==> config.mk <==
export PLATFORM = sky130hd
export DESIGN_NAME = date_difference_in_days_core
export DESIGN_NICKNAME = d
export VERILOG_FILES = /design/src/hw/rtl/dd_pkg.sv /design/src/hw/rtl/dd_ordinal.sv /design/src/hw/rtl/date_difference_in_days_core.sv
export SDC_FILE = /design/constraint.sdc
export NUM_CORES = 2
export LEC_CHECK = 0
export ABC_AREA = 1
export BUFFER_PORTS_ARGS = -buffer_cell sky130_fd_sc_hd__buf_4
export CAP_MARGIN = 20
export CORE_AREA = 2 2 264 332
export DETAILED_ROUTE_END_ITERATION = 10
export DIE_AREA = 0 0 266 334
export PLACE_DENSITY = 0.73
export SLEW_MARGIN = 5
export SYNTH_ARGS = -nofsm -noshare
export SYNTH_HDL_FRONTEND = slang
export SYNTH_SLANG_ARGS = --single-unit
==> constraint.sdc <==
create_clock -name i_clk -period 7.1 [get_ports i_clk]
set_input_delay 0.71 -clock i_clk [delete_from_list [all_inputs] [get_ports i_clk]]
set_output_delay 0.71 -clock i_clk [all_outputs]
set_load 0.05 [all_outputs]
==> src/hw/rtl/dd_pkg.sv <==
package dd_pkg;

    localparam int YEAR_W   = 14;
    localparam int MONTH_W  = 4;
    localparam int DAY_W    = 5;
    localparam int COUNT_W  = 22;
    localparam int ORD_W    = 23;
    localparam int DOY_W    = 9;
    localparam int EXTRA_W  = 14;
    localparam int LEAPS_W  = 13;

    // x / 100 == (x * RECIP_100) >> RECIP_SHIFT for every x below 43699.
    localparam int RECIP_100   = 5243;
    localparam int RECIP_SHIFT = 19;

    localparam logic [COUNT_W-1:0] COUNT_MAX = {COUNT_W{1'b1}};

    typedef logic [ORD_W-1:0] t_ordinal;

    // Days in the months before month m of a common year.
    function automatic logic [DOY_W-1:0] days_before_month(input logic [MONTH_W-1:0] m);
        logic [DOY_W-1:0] days;
        unique case (m)
            4'd0, 4'd1: days = 9'd0;
            4'd2:       days = 9'd31;
            4'd3:       days = 9'd59;
            4'd4:       days = 9'd90;
            4'd5:       days = 9'd120;
            4'd6:       days = 9'd151;
            4'd7:       days = 9'd181;
            4'd8:       days = 9'd212;
            4'd9:       days = 9'd243;
            4'd10:      days = 9'd273;
            4'd11:      days = 9'd304;
            4'd12:      days = 9'd334;
            default:    days = 9'd365;
        endcase
        return days;
    endfunction

endpackage

==> src/hw/rtl/dd_ordinal.sv <==
module dd_ordinal (
    input  logic                        i_clk,
    input  logic [2:0]                  i_en,
    input  logic [dd_pkg::YEAR_W-1:0]   i_year,
    input  logic [dd_pkg::MONTH_W-1:0]  i_month,
    input  logic [dd_pkg::DAY_W-1:0]    i_day,
    output dd_pkg::t_ordinal            o_ordinal
);
    import dd_pkg::*;

    localparam int PROD_W = 28;

    // Stage 1: quotients by 100 and 400 through reciprocal products.
    logic [YEAR_W-1:0]  r_s1_year;
    logic [MONTH_W-1:0] r_s1_month;
    logic [DAY_W-1:0]   r_s1_day;
    logic [7:0]         r_s1_q99;
    logic [5:0]         r_s1_q399;
    logic [7:0]         r_s1_qy;

    logic [YEAR_W:0]    y_plus_99;
    logic [YEAR_W:0]    y_plus_399;
    logic [PROD_W-1:0]  prod_99;
    logic [PROD_W-1:0]  prod_399;
    logic [PROD_W-1:0]  prod_y;

    assign y_plus_99  = {1'b0, i_year} + (YEAR_W+1)'(99);
    assign y_plus_399 = {1'b0, i_year} + (YEAR_W+1)'(399);
    assign prod_99    = PROD_W'(y_plus_99) * PROD_W'(RECIP_100);
    assign prod_399   = PROD_W'(y_plus_399[YEAR_W:2]) * PROD_W'(RECIP_100);
    assign prod_y     = PROD_W'(i_year) * PROD_W'(RECIP_100);

    always_ff @(posedge i_clk) begin
        if (i_en[0]) begin
            r_s1_year  <= i_year;
            r_s1_month <= i_month;
            r_s1_day   <= i_day;
            r_s1_q99   <= prod_99[RECIP_SHIFT+7:RECIP_SHIFT];
            r_s1_q399  <= prod_399[RECIP_SHIFT+5:RECIP_SHIFT];
            r_s1_qy    <= prod_y[RECIP_SHIFT+7:RECIP_SHIFT];
        end
    end

    // Stage 2: leap count, leap flag, day of year and whole-year days.
    logic [ORD_W-1:0]   r_s2_base;
    logic [EXTRA_W-1:0] r_s2_extra;

    logic [YEAR_W:0]    y_plus_3;
    logic [LEAPS_W-1:0] leaps;
    logic [YEAR_W-1:0]  qy_times_100;
    logic               is_leap;
    logic [DOY_W-1:0]   doy;

    assign y_plus_3     = {1'b0, r_s1_year} + (YEAR_W+1)'(3);
    assign leaps        = LEAPS_W'(y_plus_3[YEAR_W:2]) - LEAPS_W'(r_s1_q99)
                          + LEAPS_W'(r_s1_q399);
    assign qy_times_100 = YEAR_W'(r_s1_qy) * YEAR_W'(100);
    // A multiple of 100 is a leap year only when its quotient by 100 is a multiple of 4.
    assign is_leap      = (r_s1_year[1:0] == 2'b00)
                          && ((r_s1_year != qy_times_100) || (r_s1_qy[1:0] == 2'b00));
    assign doy          = days_before_month(r_s1_month) + DOY_W'(r_s1_day)
                          + DOY_W'(is_leap && (r_s1_month >= MONTH_W'(3)));

    always_ff @(posedge i_clk) begin
        if (i_en[1]) begin
            r_s2_base  <= ORD_W'(r_s1_year) * ORD_W'(365);
            r_s2_extra <= EXTRA_W'(leaps) + EXTRA_W'(doy);
        end
    end

    // Stage 3: the ordinal itself.
    t_ordinal r_s3_ordinal;

    always_ff @(posedge i_clk) begin
        if (i_en[2]) begin
            r_s3_ordinal <= r_s2_base + ORD_W'(r_s2_extra);
        end
    end

    assign o_ordinal = r_s3_ordinal;

endmodule

==> src/hw/rtl/date_difference_in_days_core.sv <==
// Absolute day count between two Gregorian dates.
//
// Input channel: i_in_valid / o_in_ready with the two dates (year, month,
// day each). Output channel: o_out_valid / i_out_ready with o_day_count.
// A beat moves when valid and ready are both high at a rising clock edge.
//
// Each date is turned into a day ordinal in three stages (reciprocal
// products for the leap-year quotients, leap count and day of year, final
// sum); a fourth stage takes the absolute difference and saturates it at
// the full 22-bit value, which is registered as the result. One beat is
// taken every cycle while the receiver accepts, since every stage can
// load in the same cycle that its own beat moves on.
//
// When the receiver stalls, each stage holds its beat and the pipe keeps
// filling its empty stages; input ready drops only once all four stages
// are full. Synchronous active-low reset empties the pipe and holds input
// ready low while asserted.
module date_difference_in_days_core (
    input  logic                        i_clk,
    input  logic                        i_rst_n,
    input  logic                        i_in_valid,
    output logic                        o_in_ready,
    input  logic [dd_pkg::YEAR_W-1:0]   i_first_year,
    input  logic [dd_pkg::MONTH_W-1:0]  i_first_month,
    input  logic [dd_pkg::DAY_W-1:0]    i_first_day,
    input  logic [dd_pkg::YEAR_W-1:0]   i_second_year,
    input  logic [dd_pkg::MONTH_W-1:0]  i_second_month,
    input  logic [dd_pkg::DAY_W-1:0]    i_second_day,
    output logic                        o_out_valid,
    input  logic                        i_out_ready,
    output logic [dd_pkg::COUNT_W-1:0]  o_day_count
);
    import dd_pkg::*;

    logic [3:0] r_v;
    logic [3:0] stage_en;

    // A stage loads when it is empty or its beat moves on this cycle.
    assign stage_en[3] = !r_v[3] || i_out_ready;
    assign stage_en[2] = !r_v[2] || stage_en[3];
    assign stage_en[1] = !r_v[1] || stage_en[2];
    assign stage_en[0] = !r_v[0] || stage_en[1];

    assign o_in_ready  = stage_en[0] && i_rst_n;
    assign o_out_valid = r_v[3];

    always_ff @(posedge i_clk) begin
        if (!i_rst_n) begin
            r_v <= '0;
        end else begin
            if (stage_en[0]) r_v[0] <= i_in_valid;
            if (stage_en[1]) r_v[1] <= r_v[0];
            if (stage_en[2]) r_v[2] <= r_v[1];
            if (stage_en[3]) r_v[3] <= r_v[2];
        end
    end

    t_ordinal ord_first;
    t_ordinal ord_second;

    dd_ordinal u_ord_first (
        .i_clk     (i_clk),
        .i_en      (stage_en[2:0]),
        .i_year    (i_first_year),
        .i_month   (i_first_month),
        .i_day     (i_first_day),
        .o_ordinal (ord_first)
    );

    dd_ordinal u_ord_second (
        .i_clk     (i_clk),
        .i_en      (stage_en[2:0]),
        .i_year    (i_second_year),
        .i_month   (i_second_month),
        .i_day     (i_second_day),
        .o_ordinal (ord_second)
    );

    t_ordinal               diff;
    logic [COUNT_W-1:0]     r_day_count;

    assign diff = (ord_first >= ord_second) ? (ord_first - ord_second)
                                            : (ord_second - ord_first);

    always_ff @(posedge i_clk) begin
        if (stage_en[3]) begin
            r_day_count <= diff[ORD_W-1] ? COUNT_MAX : diff[COUNT_W-1:0];
        end
    end

    assign o_day_count = r_day_count;

`ifndef SYNTHESIS
    logic in_beat;
    logic out_beat;

    assign in_beat  = i_in_valid && o_in_ready;
    assign out_beat = o_out_valid && i_out_ready;

    // Beats in flight change only by the beats taken in and handed out.
    a_occupancy: assert property (@(posedge i_clk) disable iff (!i_rst_n)
        1'b1 |=> ($countones(r_v) == $past($countones(r_v)) + $past(int'(in_beat))
                  - $past(int'(out_beat))))
        else $error("pipeline occupancy does not match the beats moved");

    // With the output stage empty, the pipe must take a new beat.
    a_ready_when_drained: assert property (@(posedge i_clk) disable iff (!i_rst_n)
        !r_v[3] |-> o_in_ready)
        else $error("input stalled although the output stage is empty");

    // A full pipe behind a stalled receiver must refuse input.
    a_full_stall: assert property (@(posedge i_clk) disable iff (!i_rst_n)
        (&r_v && !i_out_ready) |-> !o_in_ready)
        else $error("input taken while the full pipe is stalled");

    // A stalled third stage keeps its beat.
    a_stage_hold: assert property (@(posedge i_clk) disable iff (!i_rst_n)
        (r_v[2] && !stage_en[3]) |=> r_v[2])
        else $error("stalled beat lost in the third stage");
`endif

endmodule

; ---- Word level (Yosys, flattened, before mapping)
; Memory sizes are Yosys's and may differ from the RTL's. A register that Yosys moved wholly into a read port is not among the register bits.
; Index checks and enable logic that the tools add are counted.
[totals]
regBits = 236
latch_bits = 0
mem_bits_rw = 0
rom_bits = 288
in_bits = 50
output_inout_bits = 24
word_cells = 82
n_memories = 2
[mem_list]
columns = memory, depth, width, rd, rd_ports_with_merged_regs, wr, line_no
row1 = (no name shown), 16, 9, 1, 1, 0, dd_pkg.sv:23  ; unique case (m)
row2 = (no name shown), 16, 9, 1, 1, 0, dd_pkg.sv:23
[op_classes]
add_sub_neg = 20
n_mul = 10
div_mod_pow = 0
n_lt_le_gt_ge = 3
n_eq_ne = 2
shift = 0
n_mux = 3
n_bitwise = 0
n_reduce_logical = 19
[ops]
columns = op, count
row1 = "multiplier 14 x 13 -> 27 bit, second input constant", 2
row2 = "multiplier 15 x 13 -> 27 bit, second input constant", 2
row3 = "multiplier 13 x 13 -> 25 bit, second input constant", 2
row4 = adder 23 x 14 -> 23 bit, 2
row5 = "multiplier 14 x 9 -> 23 bit, second input constant", 2
row6 = subtractor 23 bit, 2
row7 = "adder 14 x 2 -> 15 bit, second input constant", 2
row8 = "adder 14 x 7 -> 15 bit, second input constant", 2
row9 = "adder 14 x 9 -> 15 bit, second input constant", 2
row10 = adder 13 x 9 -> 14 bit, 2
row11 = != test 14 bit, 2
row12 = adder 13 x 6 -> 13 bit, 2
row13 = subtractor 13 x 8 -> 13 bit, 2
row14 = "multiplier 8 x 5 -> 12 bit, second input constant", 2
row15 = >= comparator 23 bit, 1
row16 = two-way mux 23 bit, 1
row17 = adder 9 x 1 -> 9 bit, 2
row18 = adder 9 x 5 -> 9 bit, 2
row19 = ">= comparator 4 x 2 -> 1 bit, second input constant", 2
row20 = zero test 2 bit, 4
row21 = two-way mux 4 bit, 2
row22 = logical OR 1 bit, 6
row23 = logical AND 1 bit, 5
row24 = zero test 1 bit, 4

; ---- Logic depth before layout (Yosys ltp)
[logic_depth]
word_depth = 7
mapped_depth = 35
depth_no_buf = 35

; ---- Cells and area by module
; A second synthesis with hierarchy kept.
[unflattened]
cells_unflattened = 5797
hier_area_um2 = 47682.0
[by_module_without_submodules]
columns = mod, n_inst, cells_per_inst, area_each_um2, seq_area_each_um2
row1 = dd_ordinal at u_ord_second, 1, 2500, 21633.2, 3333.2
row2 = dd_ordinal at u_ord_first, 1, 2499, 21398.0, 3333.2
row3 = date_difference_in_days_core, 1, 798, 4650.7, 740.7

; ---- Worst setup path before layout
; OpenSTA, ideal clock, no wires.
[synth_timing]
path_kind = input port to flip-flop
startpoint = input i_second_year[1] in the netlist's numbering
endpoint = register u_ord_second.r_s1_q99[2], data pin
setup_time_ns = 0.259
arrival_ns = 5.861
required_time_ns = 6.841
slack_ns = 0.980
path_stages = 26
path_buffers = 0
path_cell_list = inv_1 > ha_1 > nor2_1 > nand2_1 > nand2_1 > a21o_1 > nand2_1 > nor2_1 > xor2_1 > inv_1 > fa_1 > inv_1 > ha_1 > fa_1 > inv_1 > fa_1 > fa_1 > inv_1 > ha_1 > nand2_1 > nor2_1 > nand3_1 > or2_2 > nand3_1 > nor2_1 > xnor2_1
[synth_via]
elab_chain_len = 2
[synth_rtl]
columns = item, line_no
row1 = "start, declared", date_difference_in_days_core.sv:26  ; input logic [dd_pkg::YEAR_W-1:0] i_second_year,
row2 = adder 14 x 7 -> 15 bit, dd_ordinal.sv:27  ; assign y_plus_99 = {1'b0, i_year} + (YEAR_W+1)'(99);
row3 = multiplier 15 x 13 -> 27 bit, dd_ordinal.sv:29  ; assign prod_99 = PROD_W'(y_plus_99) * PROD_W'(RECIP_100);
row4 = named net u_ord_second.prod_99[21], dd_ordinal.sv:23  ; logic [PROD_W-1:0] prod_99;
row5 = "end signal, assigned", dd_ordinal.sv:38  ; r_s1_q99 <= prod_99[RECIP_SHIFT+7:RECIP_SHIFT];
row6 = "end, declared", dd_ordinal.sv:17  ; logic [7:0] r_s1_q99;
; The timed path passes the listed nets, and every way through them passes these cells.
; A chain may end at the register's enable or synchronous reset.

; ---- Final worst setup path
[layout_timing]
startpoint = input i_second_year[1] in the netlist's numbering
endpoint = register u_ord_second.r_s1_q399[1], data pin
[layout_via]
elab_chain_len = 2
[layout_rtl]
columns = item, line_no
row1 = adder 14 x 9 -> 15 bit, dd_ordinal.sv:28  ; assign y_plus_399 = {1'b0, i_year} + (YEAR_W+1)'(399);
row2 = multiplier 13 x 13 -> 25 bit, dd_ordinal.sv:30  ; assign prod_399 = PROD_W'(y_plus_399[YEAR_W:2]) * PROD_W'(RECIP_100);
row3 = named net u_ord_second.prod_399[20], dd_ordinal.sv:24  ; logic [PROD_W-1:0] prod_399;
row4 = "end signal, assigned", dd_ordinal.sv:39  ; r_s1_q399 <= prod_399[RECIP_SHIFT+5:RECIP_SHIFT];
row5 = "end, declared", dd_ordinal.sv:18  ; logic [5:0] r_s1_q399;
; The timed path passes the listed nets, and every way through them passes these cells.

==> summary.txt <==
Logic synthesis
  – Synthesized instance count: 5660
  – Number of flops mapped to enable cells by yosys: 232
  – Yosys warning count: 0
  – Synth cell types: 47
  – #FFs+latches synth: 254
  – Synth Flop Type: edfxtp_1
  – Post-Syn Area per Cell: 8.263 um2
  – Seq/Total Area, Yosys: 15.84%
  – Post-synth ARST share: 0%
  – Net Count, Synth: 7115
  – Post-Syn Area: 46770 um2

Timing
  – Achievable clock frequency: 160.4 MHz
  – Rel. slew slack: 32.73%
  – Final hold violations: 0
  – Final setup viols: 0
  – RSZ-0062 raised after global routing: false
  – Setup WS post-layout: 0.8663 ns
  – Fin. max-slew vios: 0
  – Worst Skew: 0.03704 ns
  – Setup TNS: 0 ns
  – Clock period minus worst slack: 6.234 ns
  – Worst Tran Pin Value: 0.9985 ns
  – Fin crit share: 87.80%

Clocking
  – Setup bufs post-CTS: 0
  – Max H-tree Level: 2
  – Clk sink count: 254
  – Clk root buf: clkbuf_16
  – Post_cts resized: 0
  – CTS max path bufs: 3
  – CTS Hold Bufs: 0
  – Num CTS Buffers: 34
  – CTS tree: done
  – Clk slew on worst S/H paths: 0.06 ns
  – Skew-Pair Late Insertion Delay: 0.57 ns

Setup path
  – Required time of the critical path: 7.41 ns
  – Startpoint Class: input port
  – Peak fanout along the critical path: 8
  – WP data arrival: 6.54 ns
  – Kind of critical path: input port to flop
  – Critical path capture point type: flop

Drt
  – ANT nets after route: 0
  – Vias: 35790
  – 1st-iter DRT viols: 1643
  – Final WL: 109700 um
  – First drt pass iteration count: 6
  – DRC Markers: 0
  – Vias per cell: 5.176
  – WL/cell: 15.87 um

Min path
  – Hold crit path type: input port to flop

Global route
  – Number of global-route vias before repair: 37550
  – Gr usage total: 25.59%
  – Largest net degree at the start of global routing: 75
  – GR Overflow Total: 0
  – Initial antenna violation count: 3
  – First-pass GRT wire length: 183800 um

Place
  – Final GP Congestion: 0.9412
  – I/O Buffers: 73
  – Dpl hpwl: 96120 um
  – Place WS: 0.3434 ns
  – Placed Cells: 6852

Final layout
  – Number of antenna diodes: 0
  – Layout Cells excl Fill: 6915
  – Filler cells: 7645
  – Final core utilization: 58.16%
  – Nets: 7237
  – Most frequent cells in the layout: 1413 x inv_1, 1071 x nand2_1, 915 x ha_1
  – Area growth from synthesis to layout: 6.951%
  – Layout cells sized above 1: 4.029%
  – Commonest non-fill, non-tap cell in the layout: inv_1

Floorplanning
  – CORE AREA: 85990 um2
  – Row count: 121
  – Starting Density: 54.38%
  – DIE HEIGHT: 334 um
  – Number of I/O pins: 74
  – Die area: 88840 um2
  – Chip width: 266 um

Outcome
  – Status: complete, no violations

Flow run
  – Max Cap Viol: 0
-- logic make-up (layout without fill, tap and decap cells) --
| group | count (synthesis) | after routing | synth area share (%) |
|---|---|---|---|
| compound gates | 512 | 512 | 6.253 |
| xor+xnor | 258 | 258 | 4.832 |
| fa+ha+maj | 1405 | 1405 | 45.46 |
| buf+inv | 1441 | 1589 | 11.66 |
| flops | 254 | 254 | 15.84 |
| simple gates | 1790 | 1790 | 15.96 |
-- through the flow --
stage               cell area [um2]  hold slack (ns)
global route                  50020           0.2893
finish                        50020           0.3109
detailed placement            48820           0.4845
global placement              48820           0.4714
floorplan                     46770           0.4407
CTS                           50000           0.2714
-- synth_stat cells (3+ instances only) --
cell type / n / area share, %
a21boi_0: 17 / 0.27
a21o_1: 47 / 0.75
a21oi_1: 244 / 2.6
a31oi_1: 12 / 0.16
and2_1: 3 / 0.040
buf_2: 9 / 0.096
buf_6: 3 / 0.072
clkbuf_2: 4 / 0.043
dfxtp_1: 22 / 0.94
edfxtp_1: 232 / 15
fa_1: 490 / 21
ha_1: 915 / 24
inv_1: 1414 / 11
inv_2: 7 / 0.056
nand2_1: 1072 / 8.6
nand2_2: 32 / 0.43
nand3_1: 224 / 2.4
nand3b_1: 11 / 0.18
nand4_1: 65 / 0.87
nor2_1: 299 / 2.4
nor2_2: 16 / 0.21
nor3_1: 44 / 0.47
nor4_1: 9 / 0.12
o211ai_1: 11 / 0.18
o21a_1: 8 / 0.13
o21ai_0: 121 / 1.3
o21ai_1: 5 / 0.054
o21ai_2: 3 / 0.056
o21bai_1: 31 / 0.50
o31ai_1: 3 / 0.048
or2_2: 9 / 0.12
xnor2_1: 86 / 1.6
xor2_1: 172 / 3.2
-- final cells by class --
type	count	area, um2	share of cell area (%)
Inverter	1422	5338	10.67
Timing Repair Buffer	105	800.8	1.601
Tap cell	1107	1385	2.769
Multi-Input combinational cell	3965	33910	67.80
Clock inverter	19	237.7	0.4753
Clock buffer	43	937.1	1.874
Sequential cell	254	7407	14.81
-- flip-flops by register name, summed over array words and instances, names as in the netlist, 5 cells and up, named ones only --
| signal | count |
|---|---|
| u_ord_second.r_s2_base | 23 |
| u_ord_second.r_s1_year | 14 |
| u_ord_first.r_s2_base | 23 |
| u_ord_first.r_s1_day | 5 |
| u_ord_first.o_ordinal | 23 |
| u_ord_second.o_ordinal | 23 |
| u_ord_second.r_s1_q399 | 6 |
| u_ord_second.r_s1_day | 5 |
| u_ord_first.r_s2_extra | 14 |
| u_ord_second.r_s1_qy | 8 |
| o_day_count | 22 |
| u_ord_first.r_s1_year | 14 |
| u_ord_first.r_s1_qy | 8 |
| u_ord_second.r_s1_q99 | 8 |
| u_ord_first.r_s1_q399 | 6 |
| u_ord_first.r_s1_q99 | 8 |
| u_ord_second.r_s2_extra | 14 |
-- worst max-delay path, stage by stage --
cell and delay (ns):
buf_4 0.14, inv_1 0.21, ha_1 0.30, inv_1 0.05, a21boi_0 0.42, nor2_1 0.18, nand3_1 0.13, a21oi_1 0.08
xor2_1 0.45, inv_1 0.22, fa_1 0.55, inv_1 0.04, ha_1 0.29, fa_1 0.53, inv_1 0.05, fa_1 0.45
fa_1 0.49, inv_1 0.04, ha_1 0.30, a21oi_1 0.17, a21boi_0 0.18, o21ai_0 0.14, a21boi_0 0.19, nand2_1 0.09
xor2_1 0.14
-- metal layers --
metal	vias up	global-route usage, %	wire length (um)
met5	-	0	41
li1	17960	-	-
met2	597	48.02	56500
met3	207	2.157	3368
met1	17020	30.00	45350
met4	6	9.885	4454
-- worst paths after layout --
check                                            start                          to  slack [ns]  cells past startpoint
worst max-delay path                  i_second_year[1]   u_ord_second.r_s1_q399[1]        0.87                     25
worst min-delay path                    i_first_day[2]     u_ord_first.r_s1_day[2]        0.31                      1
worst max register to register  u_ord_first.r_s1_qy[3]  u_ord_first.r_s2_extra[11]        1.05                     29
worst min register to register                  r_v[1]                      r_v[2]        0.49                      2
Power is left out: the tool's default activity adds up to more than one toggle a clock period on the data nets, which glitch-free logic cannot reach.
